$ cat src/sv/knn_pkg.sv
// knn_pkg: shared constants and control types of the k-nearest-neighbor selector
// depends on nothing; used by the output interface, the distance pipe, the cells and the top level
package knn_pkg;

    localparam int DIST_BITS = 50;
    localparam logic [DIST_BITS-1:0] DIST_MAX = '1;

    localparam int CFG_BITS = 4;
    localparam logic [CFG_BITS-1:0] CFG_RESET = 4'd4;

    // flags that travel with one item through the distance pipe
    typedef struct packed {
        logic valid;
        logic first;
        logic last;
        logic insert;
    } t_pipe_flags;

    // what the cell row does in one cycle
    typedef struct packed {
        logic insert;
        logic clear;
        logic rotate;
    } t_cell_ctrl;

endpackage

$ cat src/sv/knn_in_if.sv
// knn_in_if: input channel of the selector, one query point and one candidate per item
// depends on nothing
interface knn_in_if #(
    parameter int INDEX_BITS = 16,
    parameter int COORD_BITS = 24
);
    logic                         valid;
    logic                         ready;
    logic [INDEX_BITS-1:0]        query_index;
    logic signed [COORD_BITS-1:0] query_x;
    logic signed [COORD_BITS-1:0] query_y;
    logic [INDEX_BITS-1:0]        cand_index;
    logic signed [COORD_BITS-1:0] cand_x;
    logic signed [COORD_BITS-1:0] cand_y;
    logic                         first_item;
    logic                         last_item;

    modport source (
        output valid, query_index, query_x, query_y, cand_index, cand_x, cand_y,
               first_item, last_item,
        input  ready
    );
    modport sink (
        input  valid, query_index, query_x, query_y, cand_index, cand_x, cand_y,
               first_item, last_item,
        output ready
    );
endinterface

$ cat src/sv/knn_out_if.sv
// knn_out_if: output channel of the selector, one ranked neighbor per item
// depends on knn_pkg for the distance width
interface knn_out_if #(
    parameter int INDEX_BITS = 16
);
    logic                           valid;
    logic                           ready;
    logic [INDEX_BITS-1:0]          neighbor_index;
    logic [knn_pkg::DIST_BITS-1:0]  neighbor_dist_sq;
    logic                           neighbor_valid;
    logic                           final_entry;

    modport source (
        output valid, neighbor_index, neighbor_dist_sq, neighbor_valid, final_entry,
        input  ready
    );
    modport sink (
        input  valid, neighbor_index, neighbor_dist_sq, neighbor_valid, final_entry,
        output ready
    );
endinterface

$ cat src/sv/knn_dist.sv
// knn_dist: three-stage squared-distance pipe (difference, square, add and saturate)
// depends on knn_pkg
module knn_dist #(
    parameter int INDEX_BITS = 16,
    parameter int COORD_BITS = 24
) (
    input  logic                          i_clk,
    input  logic                          i_rst_n,
    input  logic                          i_take,
    input  logic [INDEX_BITS-1:0]         i_query_index,
    input  logic signed [COORD_BITS-1:0]  i_query_x,
    input  logic signed [COORD_BITS-1:0]  i_query_y,
    input  logic [INDEX_BITS-1:0]         i_cand_index,
    input  logic signed [COORD_BITS-1:0]  i_cand_x,
    input  logic signed [COORD_BITS-1:0]  i_cand_y,
    input  logic                          i_first,
    input  logic                          i_last,
    output knn_pkg::t_pipe_flags          o_flags,
    output logic [INDEX_BITS-1:0]         o_cand_index,
    output logic [knn_pkg::DIST_BITS-1:0] o_dist,
    output logic                          o_last_pending
);
    localparam int DW   = COORD_BITS + 1;
    localparam int SQW  = 2 * DW;
    localparam int SUMW = SQW + 1;
    localparam int EXTW = (SUMW > knn_pkg::DIST_BITS) ? SUMW : knn_pkg::DIST_BITS;

    knn_pkg::t_pipe_flags r_f1, r_f2, r_f3;
    knn_pkg::t_pipe_flags n_f1;
    logic [INDEX_BITS-1:0] r_ci1, r_ci2, r_ci3;

    logic signed [DW-1:0] n_dx, n_dy, r_dx, r_dy;
    logic [DW-1:0]        ax, ay;
    logic [SQW-1:0]       n_sqx, n_sqy, r_sqx, r_sqy;
    logic [SUMW-1:0]      sum;
    logic [EXTW-1:0]      sum_ext;
    logic [knn_pkg::DIST_BITS-1:0] n_dist, r_dist;

    // stage 1: coordinate differences
    assign n_dx = {i_cand_x[COORD_BITS-1], i_cand_x} - {i_query_x[COORD_BITS-1], i_query_x};
    assign n_dy = {i_cand_y[COORD_BITS-1], i_cand_y} - {i_query_y[COORD_BITS-1], i_query_y};

    always_comb begin
        n_f1.valid  = i_take;
        n_f1.first  = i_first;
        n_f1.last   = i_last;
        n_f1.insert = (i_query_index != i_cand_index);
    end

    // stage 2: magnitudes squared
    assign ax    = r_dx[DW-1] ? DW'(-r_dx) : DW'(r_dx);
    assign ay    = r_dy[DW-1] ? DW'(-r_dy) : DW'(r_dy);
    assign n_sqx = SQW'(ax) * SQW'(ax);
    assign n_sqy = SQW'(ay) * SQW'(ay);

    // stage 3: sum, saturated to the reported width
    assign sum     = SUMW'(r_sqx) + SUMW'(r_sqy);
    assign sum_ext = EXTW'(sum);
    assign n_dist  = (sum_ext > EXTW'(knn_pkg::DIST_MAX)) ? knn_pkg::DIST_MAX
                                                           : sum_ext[knn_pkg::DIST_BITS-1:0];

    always_ff @(posedge i_clk) begin
        if (!i_rst_n) begin
            r_f1 <= '0;
            r_f2 <= '0;
            r_f3 <= '0;
        end else begin
            r_f1 <= n_f1;
            r_f2 <= r_f1;
            r_f3 <= r_f2;
        end
        r_dx   <= n_dx;
        r_dy   <= n_dy;
        r_ci1  <= i_cand_index;
        r_sqx  <= n_sqx;
        r_sqy  <= n_sqy;
        r_ci2  <= r_ci1;
        r_dist <= n_dist;
        r_ci3  <= r_ci2;
    end

    assign o_flags        = r_f3;
    assign o_cand_index   = r_ci3;
    assign o_dist         = r_dist;
    assign o_last_pending = (r_f1.valid && r_f1.last) || (r_f2.valid && r_f2.last)
                          || (r_f3.valid && r_f3.last);

endmodule

$ cat src/sv/knn_cell.sv
// knn_cell: one rank slot of the sorted list; compares, shifts from its left neighbor,
// or rotates during read-out; depends on knn_pkg
module knn_cell #(
    parameter int INDEX_BITS = 16
) (
    input  logic                          i_clk,
    input  logic                          i_rst_n,
    input  knn_pkg::t_cell_ctrl           i_ctrl,
    input  logic                          i_en,
    input  logic [INDEX_BITS-1:0]         i_cand_index,
    input  logic [knn_pkg::DIST_BITS-1:0] i_cand_dist,
    input  logic                          i_prev_valid,
    input  logic [INDEX_BITS-1:0]         i_prev_index,
    input  logic [knn_pkg::DIST_BITS-1:0] i_prev_dist,
    input  logic                          i_prev_found,
    input  logic                          i_rot_valid,
    input  logic [INDEX_BITS-1:0]         i_rot_index,
    input  logic [knn_pkg::DIST_BITS-1:0] i_rot_dist,
    output logic                          o_valid,
    output logic [INDEX_BITS-1:0]         o_index,
    output logic [knn_pkg::DIST_BITS-1:0] o_dist,
    output logic                          o_found
);
    logic                          r_valid, n_valid;
    logic [INDEX_BITS-1:0]         r_index, n_index;
    logic [knn_pkg::DIST_BITS-1:0] r_dist, n_dist;
    logic                          old_valid;

    // a first item empties the list before the candidate is placed
    assign old_valid = r_valid && !i_ctrl.clear;
    // insertion point: first slot that is empty or farther than the candidate
    assign o_found   = i_prev_found || !(old_valid && (r_dist <= i_cand_dist));

    always_comb begin
        n_valid = old_valid;
        n_index = r_index;
        n_dist  = r_dist;
        if (i_ctrl.rotate && i_en) begin
            n_valid = i_rot_valid;
            n_index = i_rot_index;
            n_dist  = i_rot_dist;
        end else if (i_ctrl.insert && i_en && o_found) begin
            if (i_prev_found) begin
                n_valid = i_prev_valid && !i_ctrl.clear;
                n_index = i_prev_index;
                n_dist  = i_prev_dist;
            end else begin
                n_valid = 1'b1;
                n_index = i_cand_index;
                n_dist  = i_cand_dist;
            end
        end
    end

    always_ff @(posedge i_clk) begin
        if (!i_rst_n) begin
            r_valid <= 1'b0;
        end else begin
            r_valid <= n_valid;
        end
        r_index <= n_index;
        r_dist  <= n_dist;
    end

    assign o_valid = r_valid;
    assign o_index = r_index;
    assign o_dist  = r_dist;

endmodule

$ cat src/sv/k_nearest_neighbor_select.sv
// k_nearest_neighbor_select: keeps the k nearest candidates to a query point, sorted
// a candidate passes the distance pipe registers before the cell row stores it; a last item
// leaving the pipe starts the read-out, and the output register presents the first ranked
// item, then one per cycle while the sink takes them; input takes one item per cycle, set by
// the distance pipe and the cell row, while no last item is in flight or being read out
// reset: synchronous, empties the list through the valid bits, count back to 4; no sweep
module k_nearest_neighbor_select #(
    parameter int MAX_NEIGHBORS = 8,
    parameter int INDEX_BITS    = 16,
    parameter int COORD_BITS    = 24
) (
    input  logic                          i_clk,
    input  logic                          i_rst_n,
    knn_in_if.sink                        i_in,
    knn_out_if.source                     o_out,
    input  logic                          i_cfg_we,
    input  logic [knn_pkg::CFG_BITS-1:0]  i_cfg_data
);
    localparam int KW = $clog2(MAX_NEIGHBORS + 1);

    // neighbor_count register and its clamped value
    logic [knn_pkg::CFG_BITS-1:0] r_cfg_count;
    logic [KW-1:0]                k_eff;

    always_comb begin
        if (r_cfg_count == '0) begin
            k_eff = KW'(1);
        end else if (32'(r_cfg_count) > 32'(MAX_NEIGHBORS)) begin
            k_eff = KW'(MAX_NEIGHBORS);
        end else begin
            k_eff = KW'(r_cfg_count);
        end
    end

    // distance pipe
    knn_pkg::t_pipe_flags          d_flags;
    logic [INDEX_BITS-1:0]         d_cand_index;
    logic [knn_pkg::DIST_BITS-1:0] d_dist;
    logic                          d_last_pending;
    logic                          in_take;

    // read-out state
    logic          r_emitting;
    logic [KW-1:0] r_emit_cnt;
    logic          emit_final;

    // output register
    logic                          r_out_valid;
    logic [INDEX_BITS-1:0]         r_out_index;
    logic [knn_pkg::DIST_BITS-1:0] r_out_dist;
    logic                          r_out_nvalid;
    logic                          r_out_final;

    knn_pkg::t_cell_ctrl ctrl;

    // hold input while a last item is in flight or the list is being read out
    assign i_in.ready = !d_last_pending && !r_emitting;
    assign in_take    = i_in.valid && i_in.ready;

    knn_dist #(
        .INDEX_BITS (INDEX_BITS),
        .COORD_BITS (COORD_BITS)
    ) u_dist (
        .i_clk          (i_clk),
        .i_rst_n        (i_rst_n),
        .i_take         (in_take),
        .i_query_index  (i_in.query_index),
        .i_query_x      (i_in.query_x),
        .i_query_y      (i_in.query_y),
        .i_cand_index   (i_in.cand_index),
        .i_cand_x       (i_in.cand_x),
        .i_cand_y       (i_in.cand_y),
        .i_first        (i_in.first_item),
        .i_last         (i_in.last_item),
        .o_flags        (d_flags),
        .o_cand_index   (d_cand_index),
        .o_dist         (d_dist),
        .o_last_pending (d_last_pending)
    );

    // cell row control: a self candidate still clears, it just does not insert
    always_comb begin
        ctrl.insert = d_flags.valid && d_flags.insert;
        ctrl.clear  = d_flags.valid && d_flags.first;
        // during read-out, rotate the first k cells by one whenever the output register can take an item
        ctrl.rotate = r_emitting && (!r_out_valid || o_out.ready);
    end

    logic                          c_valid [MAX_NEIGHBORS];
    logic [INDEX_BITS-1:0]         c_index [MAX_NEIGHBORS];
    logic [knn_pkg::DIST_BITS-1:0] c_dist  [MAX_NEIGHBORS];
    logic                          c_found [MAX_NEIGHBORS];

    for (genvar gi = 0; gi < MAX_NEIGHBORS; gi++) begin : g_cell
        logic                          en;
        logic                          tail;
        logic                          p_valid;
        logic [INDEX_BITS-1:0]         p_index;
        logic [knn_pkg::DIST_BITS-1:0] p_dist;
        logic                          p_found;
        logic                          rt_valid;
        logic [INDEX_BITS-1:0]         rt_index;
        logic [knn_pkg::DIST_BITS-1:0] rt_dist;

        // only the first k slots take part in insertion and read-out
        assign en   = (32'(gi) < 32'(k_eff));
        assign tail = (32'(gi) == 32'(k_eff) - 32'd1);

        if (gi == 0) begin : g_head
            assign p_valid = 1'b0;
            assign p_index = '0;
            assign p_dist  = '0;
            assign p_found = 1'b0;
        end else begin : g_body
            assign p_valid = c_valid[gi-1];
            assign p_index = c_index[gi-1];
            assign p_dist  = c_dist[gi-1];
            assign p_found = c_found[gi-1];
        end

        // the slot at rank k-1 wraps around to the head, so k steps restore the list
        if (gi == MAX_NEIGHBORS - 1) begin : g_wrap
            assign rt_valid = c_valid[0];
            assign rt_index = c_index[0];
            assign rt_dist  = c_dist[0];
        end else begin : g_next
            assign rt_valid = tail ? c_valid[0] : c_valid[gi+1];
            assign rt_index = tail ? c_index[0] : c_index[gi+1];
            assign rt_dist  = tail ? c_dist[0]  : c_dist[gi+1];
        end

        knn_cell #(
            .INDEX_BITS (INDEX_BITS)
        ) u_cell (
            .i_clk        (i_clk),
            .i_rst_n      (i_rst_n),
            .i_ctrl       (ctrl),
            .i_en         (en),
            .i_cand_index (d_cand_index),
            .i_cand_dist  (d_dist),
            .i_prev_valid (p_valid),
            .i_prev_index (p_index),
            .i_prev_dist  (p_dist),
            .i_prev_found (p_found),
            .i_rot_valid  (rt_valid),
            .i_rot_index  (rt_index),
            .i_rot_dist   (rt_dist),
            .o_valid      (c_valid[gi]),
            .o_index      (c_index[gi]),
            .o_dist       (c_dist[gi]),
            .o_found      (c_found[gi])
        );
    end

    assign emit_final = (r_emit_cnt == k_eff - KW'(1));

    // config, read-out sequencing and output register
    always_ff @(posedge i_clk) begin
        if (!i_rst_n) begin
            r_cfg_count <= knn_pkg::CFG_RESET;
            r_emitting  <= 1'b0;
            r_emit_cnt  <= '0;
            r_out_valid <= 1'b0;
        end else begin
            if (i_cfg_we) begin
                r_cfg_count <= i_cfg_data;
            end
            // a last item leaving the distance pipe starts the read-out
            if (d_flags.valid && d_flags.last) begin
                r_emitting <= 1'b1;
                r_emit_cnt <= '0;
            end else if (ctrl.rotate) begin
                if (emit_final) begin
                    r_emitting <= 1'b0;
                    r_emit_cnt <= '0;
                end else begin
                    r_emit_cnt <= r_emit_cnt + KW'(1);
                end
            end
            if (ctrl.rotate) begin
                r_out_valid <= 1'b1;
            end else if (o_out.ready) begin
                r_out_valid <= 1'b0;
            end
        end
        if (ctrl.rotate) begin
            // unfilled slots report zero index and distance
            r_out_index  <= c_valid[0] ? c_index[0] : '0;
            r_out_dist   <= c_valid[0] ? c_dist[0]  : '0;
            r_out_nvalid <= c_valid[0];
            r_out_final  <= emit_final;
        end
    end

    assign o_out.valid            = r_out_valid;
    assign o_out.neighbor_index   = r_out_index;
    assign o_out.neighbor_dist_sq = r_out_dist;
    assign o_out.neighbor_valid   = r_out_nvalid;
    assign o_out.final_entry      = r_out_final;

    // read-out never overlaps an insertion
    a_no_insert_in_readout: assert property (@(posedge i_clk) disable iff (!i_rst_n)
        !(ctrl.insert && ctrl.rotate))
        else $error("insertion during read-out");

    // input is held for the whole read-out
    a_hold_input: assert property (@(posedge i_clk) disable iff (!i_rst_n)
        r_emitting |-> !i_in.ready)
        else $error("input ready during read-out");

    // the read-out counter stays below the neighbor count
    a_cnt_range: assert property (@(posedge i_clk) disable iff (!i_rst_n)
        r_emitting |-> (r_emit_cnt < k_eff))
        else $error("read-out counter out of range");

    // the final entry ends the read-out and is presented next
    a_final_ends: assert property (@(posedge i_clk) disable iff (!i_rst_n)
        (ctrl.rotate && emit_final) |=> (!r_emitting && o_out.valid && o_out.final_entry))
        else $error("read-out did not end on final entry");

endmodule

$ cat src/flat_wrapper.sv
// flat-port wrapper written by rule: the top's interface ports become plain ports
module k_nearest_neighbor_select_flat 
#(
    parameter int MAX_NEIGHBORS = 8,
    parameter int INDEX_BITS    = 16,
    parameter int COORD_BITS    = 24
)
  (i_clk, i_rst_n, i_cfg_we, i_cfg_data, i_in_valid, i_in_query_index, i_in_query_x, i_in_query_y, i_in_cand_index, i_in_cand_x, i_in_cand_y, i_in_first_item, i_in_last_item, i_in_ready, o_out_valid, o_out_neighbor_index, o_out_neighbor_dist_sq, o_out_neighbor_valid, o_out_final_entry, o_out_ready);
  knn_in_if #(.INDEX_BITS(INDEX_BITS), .COORD_BITS(COORD_BITS)) i_in_i ();
  knn_out_if #(.INDEX_BITS(INDEX_BITS)) o_out_i ();
  input  logic i_clk;
  input  logic i_rst_n;
  input  logic i_cfg_we;
  input  logic [knn_pkg::CFG_BITS-1:0] i_cfg_data;
  input wire logic [$bits(i_in_i.valid)-1:0] i_in_valid;
  input wire logic [$bits(i_in_i.query_index)-1:0] i_in_query_index;
  input wire logic [$bits(i_in_i.query_x)-1:0] i_in_query_x;
  input wire logic [$bits(i_in_i.query_y)-1:0] i_in_query_y;
  input wire logic [$bits(i_in_i.cand_index)-1:0] i_in_cand_index;
  input wire logic [$bits(i_in_i.cand_x)-1:0] i_in_cand_x;
  input wire logic [$bits(i_in_i.cand_y)-1:0] i_in_cand_y;
  input wire logic [$bits(i_in_i.first_item)-1:0] i_in_first_item;
  input wire logic [$bits(i_in_i.last_item)-1:0] i_in_last_item;
  output wire logic [$bits(i_in_i.ready)-1:0] i_in_ready;
  output wire logic [$bits(o_out_i.valid)-1:0] o_out_valid;
  output wire logic [$bits(o_out_i.neighbor_index)-1:0] o_out_neighbor_index;
  output wire logic [$bits(o_out_i.neighbor_dist_sq)-1:0] o_out_neighbor_dist_sq;
  output wire logic [$bits(o_out_i.neighbor_valid)-1:0] o_out_neighbor_valid;
  output wire logic [$bits(o_out_i.final_entry)-1:0] o_out_final_entry;
  input wire logic [$bits(o_out_i.ready)-1:0] o_out_ready;
  assign i_in_i.valid = i_in_valid;
  assign i_in_i.query_index = i_in_query_index;
  assign i_in_i.query_x = i_in_query_x;
  assign i_in_i.query_y = i_in_query_y;
  assign i_in_i.cand_index = i_in_cand_index;
  assign i_in_i.cand_x = i_in_cand_x;
  assign i_in_i.cand_y = i_in_cand_y;
  assign i_in_i.first_item = i_in_first_item;
  assign i_in_i.last_item = i_in_last_item;
  assign i_in_ready = i_in_i.ready;
  assign o_out_valid = o_out_i.valid;
  assign o_out_neighbor_index = o_out_i.neighbor_index;
  assign o_out_neighbor_dist_sq = o_out_i.neighbor_dist_sq;
  assign o_out_neighbor_valid = o_out_i.neighbor_valid;
  assign o_out_final_entry = o_out_i.final_entry;
  assign o_out_i.ready = o_out_ready;
  k_nearest_neighbor_select #(.MAX_NEIGHBORS(MAX_NEIGHBORS), .INDEX_BITS(INDEX_BITS), .COORD_BITS(COORD_BITS)) u_core (.i_clk(i_clk), .i_rst_n(i_rst_n), .i_in(i_in_i), .o_out(o_out_i), .i_cfg_we(i_cfg_we), .i_cfg_data(i_cfg_data));
endmodule
$ cat config.mk
export PLATFORM = sky130hd
export DESIGN_NAME = k_nearest_neighbor_select_flat
export DESIGN_NICKNAME = d
export VERILOG_FILES = /design/src/sv/knn_pkg.sv /design/src/sv/knn_in_if.sv /design/src/sv/knn_out_if.sv /design/src/sv/knn_dist.sv /design/src/sv/knn_cell.sv /design/src/sv/k_nearest_neighbor_select.sv /design/src/flat_wrapper.sv
export SDC_FILE = /design/constraint.sdc
export NUM_CORES = 2
export LEC_CHECK = 0
export ABC_AREA = 1
export ABC_CLOCK_PERIOD_IN_PS = 9850
export BUFFER_PORTS_ARGS = -buffer_cell sky130_fd_sc_hd__buf_2
export CORE_MARGIN = 2
export CORE_UTILIZATION = 40
export DETAILED_ROUTE_END_ITERATION = 10
export HOLD_SLACK_MARGIN = 0.03
export SYNTH_ARGS = -nofsm -noshare
export SYNTH_HDL_FRONTEND = slang
export SYNTH_HIERARCHICAL = 1
export SYNTH_SLANG_ARGS = --single-unit
export TNS_END_PERCENT = 10
$ cat constraint.sdc
create_clock -name i_clk -period 9.85 [get_ports i_clk]
set_input_delay 1.4775 -clock i_clk [delete_from_list [all_inputs] [get_ports i_clk]]
set_output_delay 1.4775 -clock i_clk [all_outputs]
set_load 0.01 [all_outputs]
; Word-level counts from Yosys, hierarchy flattened
; Index checks and enable logic that the tools add are counted.
[word_totals]
regBits = 874
in_bits = 139
output_inout_bits = 70
word_cells = 276
[op_classes]
n_addsub = 8
n_mul = 2
magnitude_cmp = 18
n_eq_ne = 9
muxes = 100
bitwise_logic = 1
reduce_logical = 86
[ops]
columns = cell, count
row1 = $mux 50, 30
row2 = $mux 16, 30
row3 = $le 50x50->1, 8
row4 = $mul 25x25->50, 2
row5 = $eq 3x32->1 const A, 3
row6 = $eq 2x32->1 const A, 2
row7 = $add 50x50->51, 1
row8 = $gt 51x50->1 const B, 1
row9 = $mux 25, 2
row10 = $neg 25->25, 2
row11 = $sub 24x24->25, 2
row12 = $logic_and 1x1->1, 48
row13 = $mux 1, 35
row14 = $eq 1x32->1 const A, 1
row15 = $logic_not 32->1, 1
row16 = $reduce_bool 2->1, 11
row17 = $lt 3x4->1 const A, 4
row18 = $ne 16x16->1, 1
row19 = $logic_not 1->1, 12
row20 = $mux 4, 3
row21 = $logic_or 1x1->1, 10
row22 = $lt 1x4->1 const A, 2
row23 = $lt 2x4->1 const A, 2
row24 = $sub 4x1->5 const B, 1
row25 = 9 further kinds, 10

; Longest topological paths before layout
[logic_depth]
ltp_word = 15
mapped_depth = 39
ltp_nobuf = 38

; Hierarchy
; The synthesis kept the hierarchy.
[by_module_without_submodules]
columns = mod, instances, cells_per_inst, area_per_inst_um2
row1 = knn_dist, 1, 7084, 52241.4
row2 = knn_cell, 8, 611, 4757.1
row3 = k_nearest_neighbor_select, 1, 1412, 8361.8

; Worst setup path after synthesis
; Ideal clock, no wire load.
[synth_path]
path_kind = register -> register
startpoint = register u_core.u_dist.r_dy[0]
endpoint = register u_core.u_dist.r_sqy[35]
setup_ps = 112
arrival_ps = 6870
required_ps = 9738
setup_slack_ps = 2868
stages_incl_launch_ff = 37
path_buffers = 2
synth_period_minus_slack_ps = 6982
path_cell_list = dfxtp_1 -> inv_2 -> clkbuf_1 -> ha_1 -> nand3_2 -> nor2_2 -> nand3_1 -> nand2_1 -> nand2_1 -> nand2_1 -> nand2_1 -> buf_2 -> nand2_1 -> inv_1 -> fa_1 -> inv_1 -> fa_1 -> inv_1 -> fa_1 -> inv_1 -> fa_1 -> inv_1 -> fa_1 -> fa_1 -> inv_1 -> fa_1 -> inv_1 -> ha_1 -> nand2_1 -> inv_1 -> a21oi_1 -> a21boi_0 -> nor2_1 -> nor2_1 -> nand2_1 -> nand2_1 -> nand2_1
[synth_via]
elab_chain_cells = 3
[synth_lines]
columns = element, line
row1 = from (decl), knn_dist.sv:32  ; logic signed [DW-1:0] n_dx, n_dy, r_dx, r_dy;
row2 = from (signal assigned), knn_dist.sv:73  ; r_dy <= n_dy;
row3 = $neg 25->25, knn_dist.sv:52  ; assign ay = r_dy[DW-1] ? DW'(-r_dy) : DW'(r_dy);
row4 = $mux 25 *, knn_dist.sv:52
row5 = $mul 25x25->50 *, knn_dist.sv:54  ; assign n_sqy = SQW'(ay) * SQW'(ay);
row6 = net u_core.u_dist.n_sqy[35], knn_dist.sv:34  ; logic [SQW-1:0] n_sqx, n_sqy, r_sqx, r_sqy;
row7 = to (signal assigned), knn_dist.sv:76  ; r_sqy <= n_sqy;
row8 = to (decl), knn_dist.sv:34
; The timed path passes the listed nets; every way through them passes the cells marked *.
; A chain may end at the register's enable or synchronous reset.

; Final worst setup path
[layout_path]
startpoint = register u_core.u_dist.r_dy[24]
endpoint = register u_core.u_dist.r_sqy[39]
; The elaborated chain is that of the path after synthesis.

==> impl_metrics.ini <==
[status]
status = completed

[synthesis]
synth_cell_types = 50
ys.flop_type = edfxtp_1
async_flop_share = 0
yosysWarnings = 6
ys_seq_area_frac = 0.2374
avgSynthCellArea_um2 = 7.371
ys_ff_latch = 872
netlist_area_um2 = 98660
synth_cells = 13380
synth-edff-count = 596

[clock_network]
htreeDepth = 3
post_cts_resized = 0
clk_path_buf_depth = 3
cts_buffers = 109
tritoncts = built
cts.sinks = 872
ctsHoldBuffers = 0
path_clk_slew_ps = 70
clk_latency_ps = 820
cts_setup_buffers = 0
cts_root_buf = clkbuf_16

[finish]
final_common_cell = nand2_1
layout_common_cells = 3842 x nand2_1, 2781 x inv_1, 1305 x nor2_1
syn_to_final_growth_pct = 8.457
fin_nets = 15470
drive_above_1_share = 0.05432

[sta]
final_hold_viol_count = 0
drv_slew = 0
period_share = 0.8823
setup_violations = 0
whs_ps = 321.5
max_slew.worst_pin.slew_ps = 1236
rsz0062_at_grt = no
min_period_ps = 8691
finalClockSkew_ps = 81.55
totalNegativeSetupSlack_ps = 0
slew_headroom = 0.1757
max_freq_mhz = 115.1

[worst_setup_path]
worst_ep_required_time_ps = 10490
endpoint_kind = flip-flop
critPathArrivalTime_ps = 9330
critPathMaxFanout = 25
path_class = flip-flop to flip-flop
startpoint_type = flip-flop

[detailed_routing]
drc_errors = 0
drtAntennaViolNets = 0
wire_per_inst_um = 19.53
avgViaCountPerCell = 5.139
drtIter0Drc = 7745
totalWireLength_um = 329000
drt_first_pass_iters = 6
via_count = 86570

[floorplanning]
dieArea_um2 = 250600
die_x_um = 500.6
start_util = 0.4019
num_io_pins = 209
placementRows = 182
coreArea_um2 = 245500
die_h_um = 500.6

[placed_design]
port_buffers = 208
place_congestion = 0.9578
hpwlAfterDp_um = 246200

[global_routing]
grt_pass1_wl_um = 503600
grt_antenna_before_repair = 18
grt-ovfl-total = 0
grt_pass1_vias = 84490
grt_max_degree = 89
grt_usage = 0.2605

[run]
maxCapViolations = 0

[hold_path]
hp-class = flip-flop to flip-flop
[stage by stage]
stage / worst slack, ps / util / cell area [um2] / std cells
after floorplan: 2868 / - / 99050 / 13490
after global placement: 1274 / 0.4207 / 103300 / 16640
after detailed placement: 1329 / 0.4207 / 103300 / 16640
after CTS: 1305 / 0.4359 / 107000 / 16840
after global routing: 829.1 / 0.4359 / 107000 / 16840
final: 1159 / 0.4359 / 107000 / 16850
[worst paths after layout]
kind | from | endpoint | slack [ps] | cells past startpoint
max | u_core/u_dist/r_dy[24]$_DFF_P_ | u_core/u_dist/r_sqy[39]$_DFF_P_ | 1160 | 25
min | u_core/u_dist/r_ci2[4]$_DFF_P_ | u_core/u_dist/o_cand_index[4]$_DFF_P_ | 320 | 0
min reg2reg | u_core/u_dist/r_ci2[4]$_DFF_P_ | u_core/u_dist/o_cand_index[4]$_DFF_P_ | 320 | 0
max reg2reg | u_core/u_dist/r_dy[24]$_DFF_P_ | u_core/u_dist/r_sqy[39]$_DFF_P_ | 1160 | 25
[layer usage]
metal	GRT usage	share of wire	vias up
met2	0.4402	0.47	3315
met5	0	0.000033	-
met3	0.03004	0.072	629
li1	-	-	41550
met4	0.09587	0.038	2
met1	0.3424	0.42	41080
[cells by family (layout without fill, tap and decap cells)]
logic type | Yosys count | count (layout) | synth area share
XOR/XNOR | 149 | 149 | 0.01399
AO/OA/AOI/OAI | 1536 | 1536 | 0.08740
other | 3 | 112 | 0.0001141
adder cells (fa/ha/maj) | 1802 | 1802 | 0.2998
flip-flops | 872 | 872 | 0.2374
AND/OR/NAND/NOR | 5772 | 5772 | 0.2324
buffers and inverters | 3250 | 3384 | 0.1290
[flip-flops by register name, summed over array words and instances (netlist names), 8 cells and up]
signal                         flops
u_core/g_cell.u_cell/o_dist      400
u_core/g_cell.u_cell/o_valid       8
u_core/u_dist/o_dist              50
u_core/u_dist/r_dy                25
u_core/o_out.neighbor_dist_sq     50
u_core/u_dist/r_dx                25
u_core/g_cell.u_cell/o_index     128
u_core/u_dist/r_sqy               49
u_core/u_dist/r_sqx               49
u_core/u_dist/r_ci2               16
u_core/u_dist/o_cand_index        16
u_core/o_out.neighbor_index       16
u_core/u_dist/r_ci1               16
[critical path: stages (launching register included)]
cell     delay [ps]
dfxtp_1         860
inv_1           410
nand2_1         140
nand2_1         470
inv_1           760
nand2_1         180
fa_1            560
fa_1            510
inv_1            50
fa_1            480
inv_1            50
fa_1            490
inv_1            60
fa_1            500
fa_1            490
inv_1            50
fa_1            470
inv_1            40
ha_1            370
nand2_1         130
nor2_1          330
nand2_1         170
nor2_1          350
nand4_1         350
nand4_1         190
nand2_1          60
[cell type report]
cell class | count | area (um2)
Fill cell | 25540 | 138500
Multi-Input combinational cell | 9367 | 63090
Sequential cell | 872 | 23430
Inverter | 2833 | 10650
Tap cell | 3220 | 4029
Clock buffer | 148 | 3134
Timing Repair Buffer | 345 | 2082
Clock inverter | 58 | 583.1
Antenna cell | 4 | 10.01
[Yosys cell counts, drive strengths merged (10+ instances only)]
cell type	count	share of area
nand2	3908	0.15
inv	2825	0.11
buf	219	0.014
edfxtp	596	0.18
nand3	326	0.018
nor3	47	0.0028
o21bai	21	0.0016
nand4	99	0.0063
o21a	10	0.00076
o21ai	584	0.030
dfxtp	276	0.056
a21oi	330	0.017
a21o	50	0.0038
clkbuf	198	0.0075
nor2	1344	0.052
xnor2	56	0.0050
ha	866	0.11
xor2	93	0.0090
fa	936	0.19
or2	18	0.0011
nor4	12	0.00082
a31oi	529	0.034
Power is left out: the tool's default activity adds up to more than one toggle a clock period on the data nets, which glitch-free logic cannot reach.
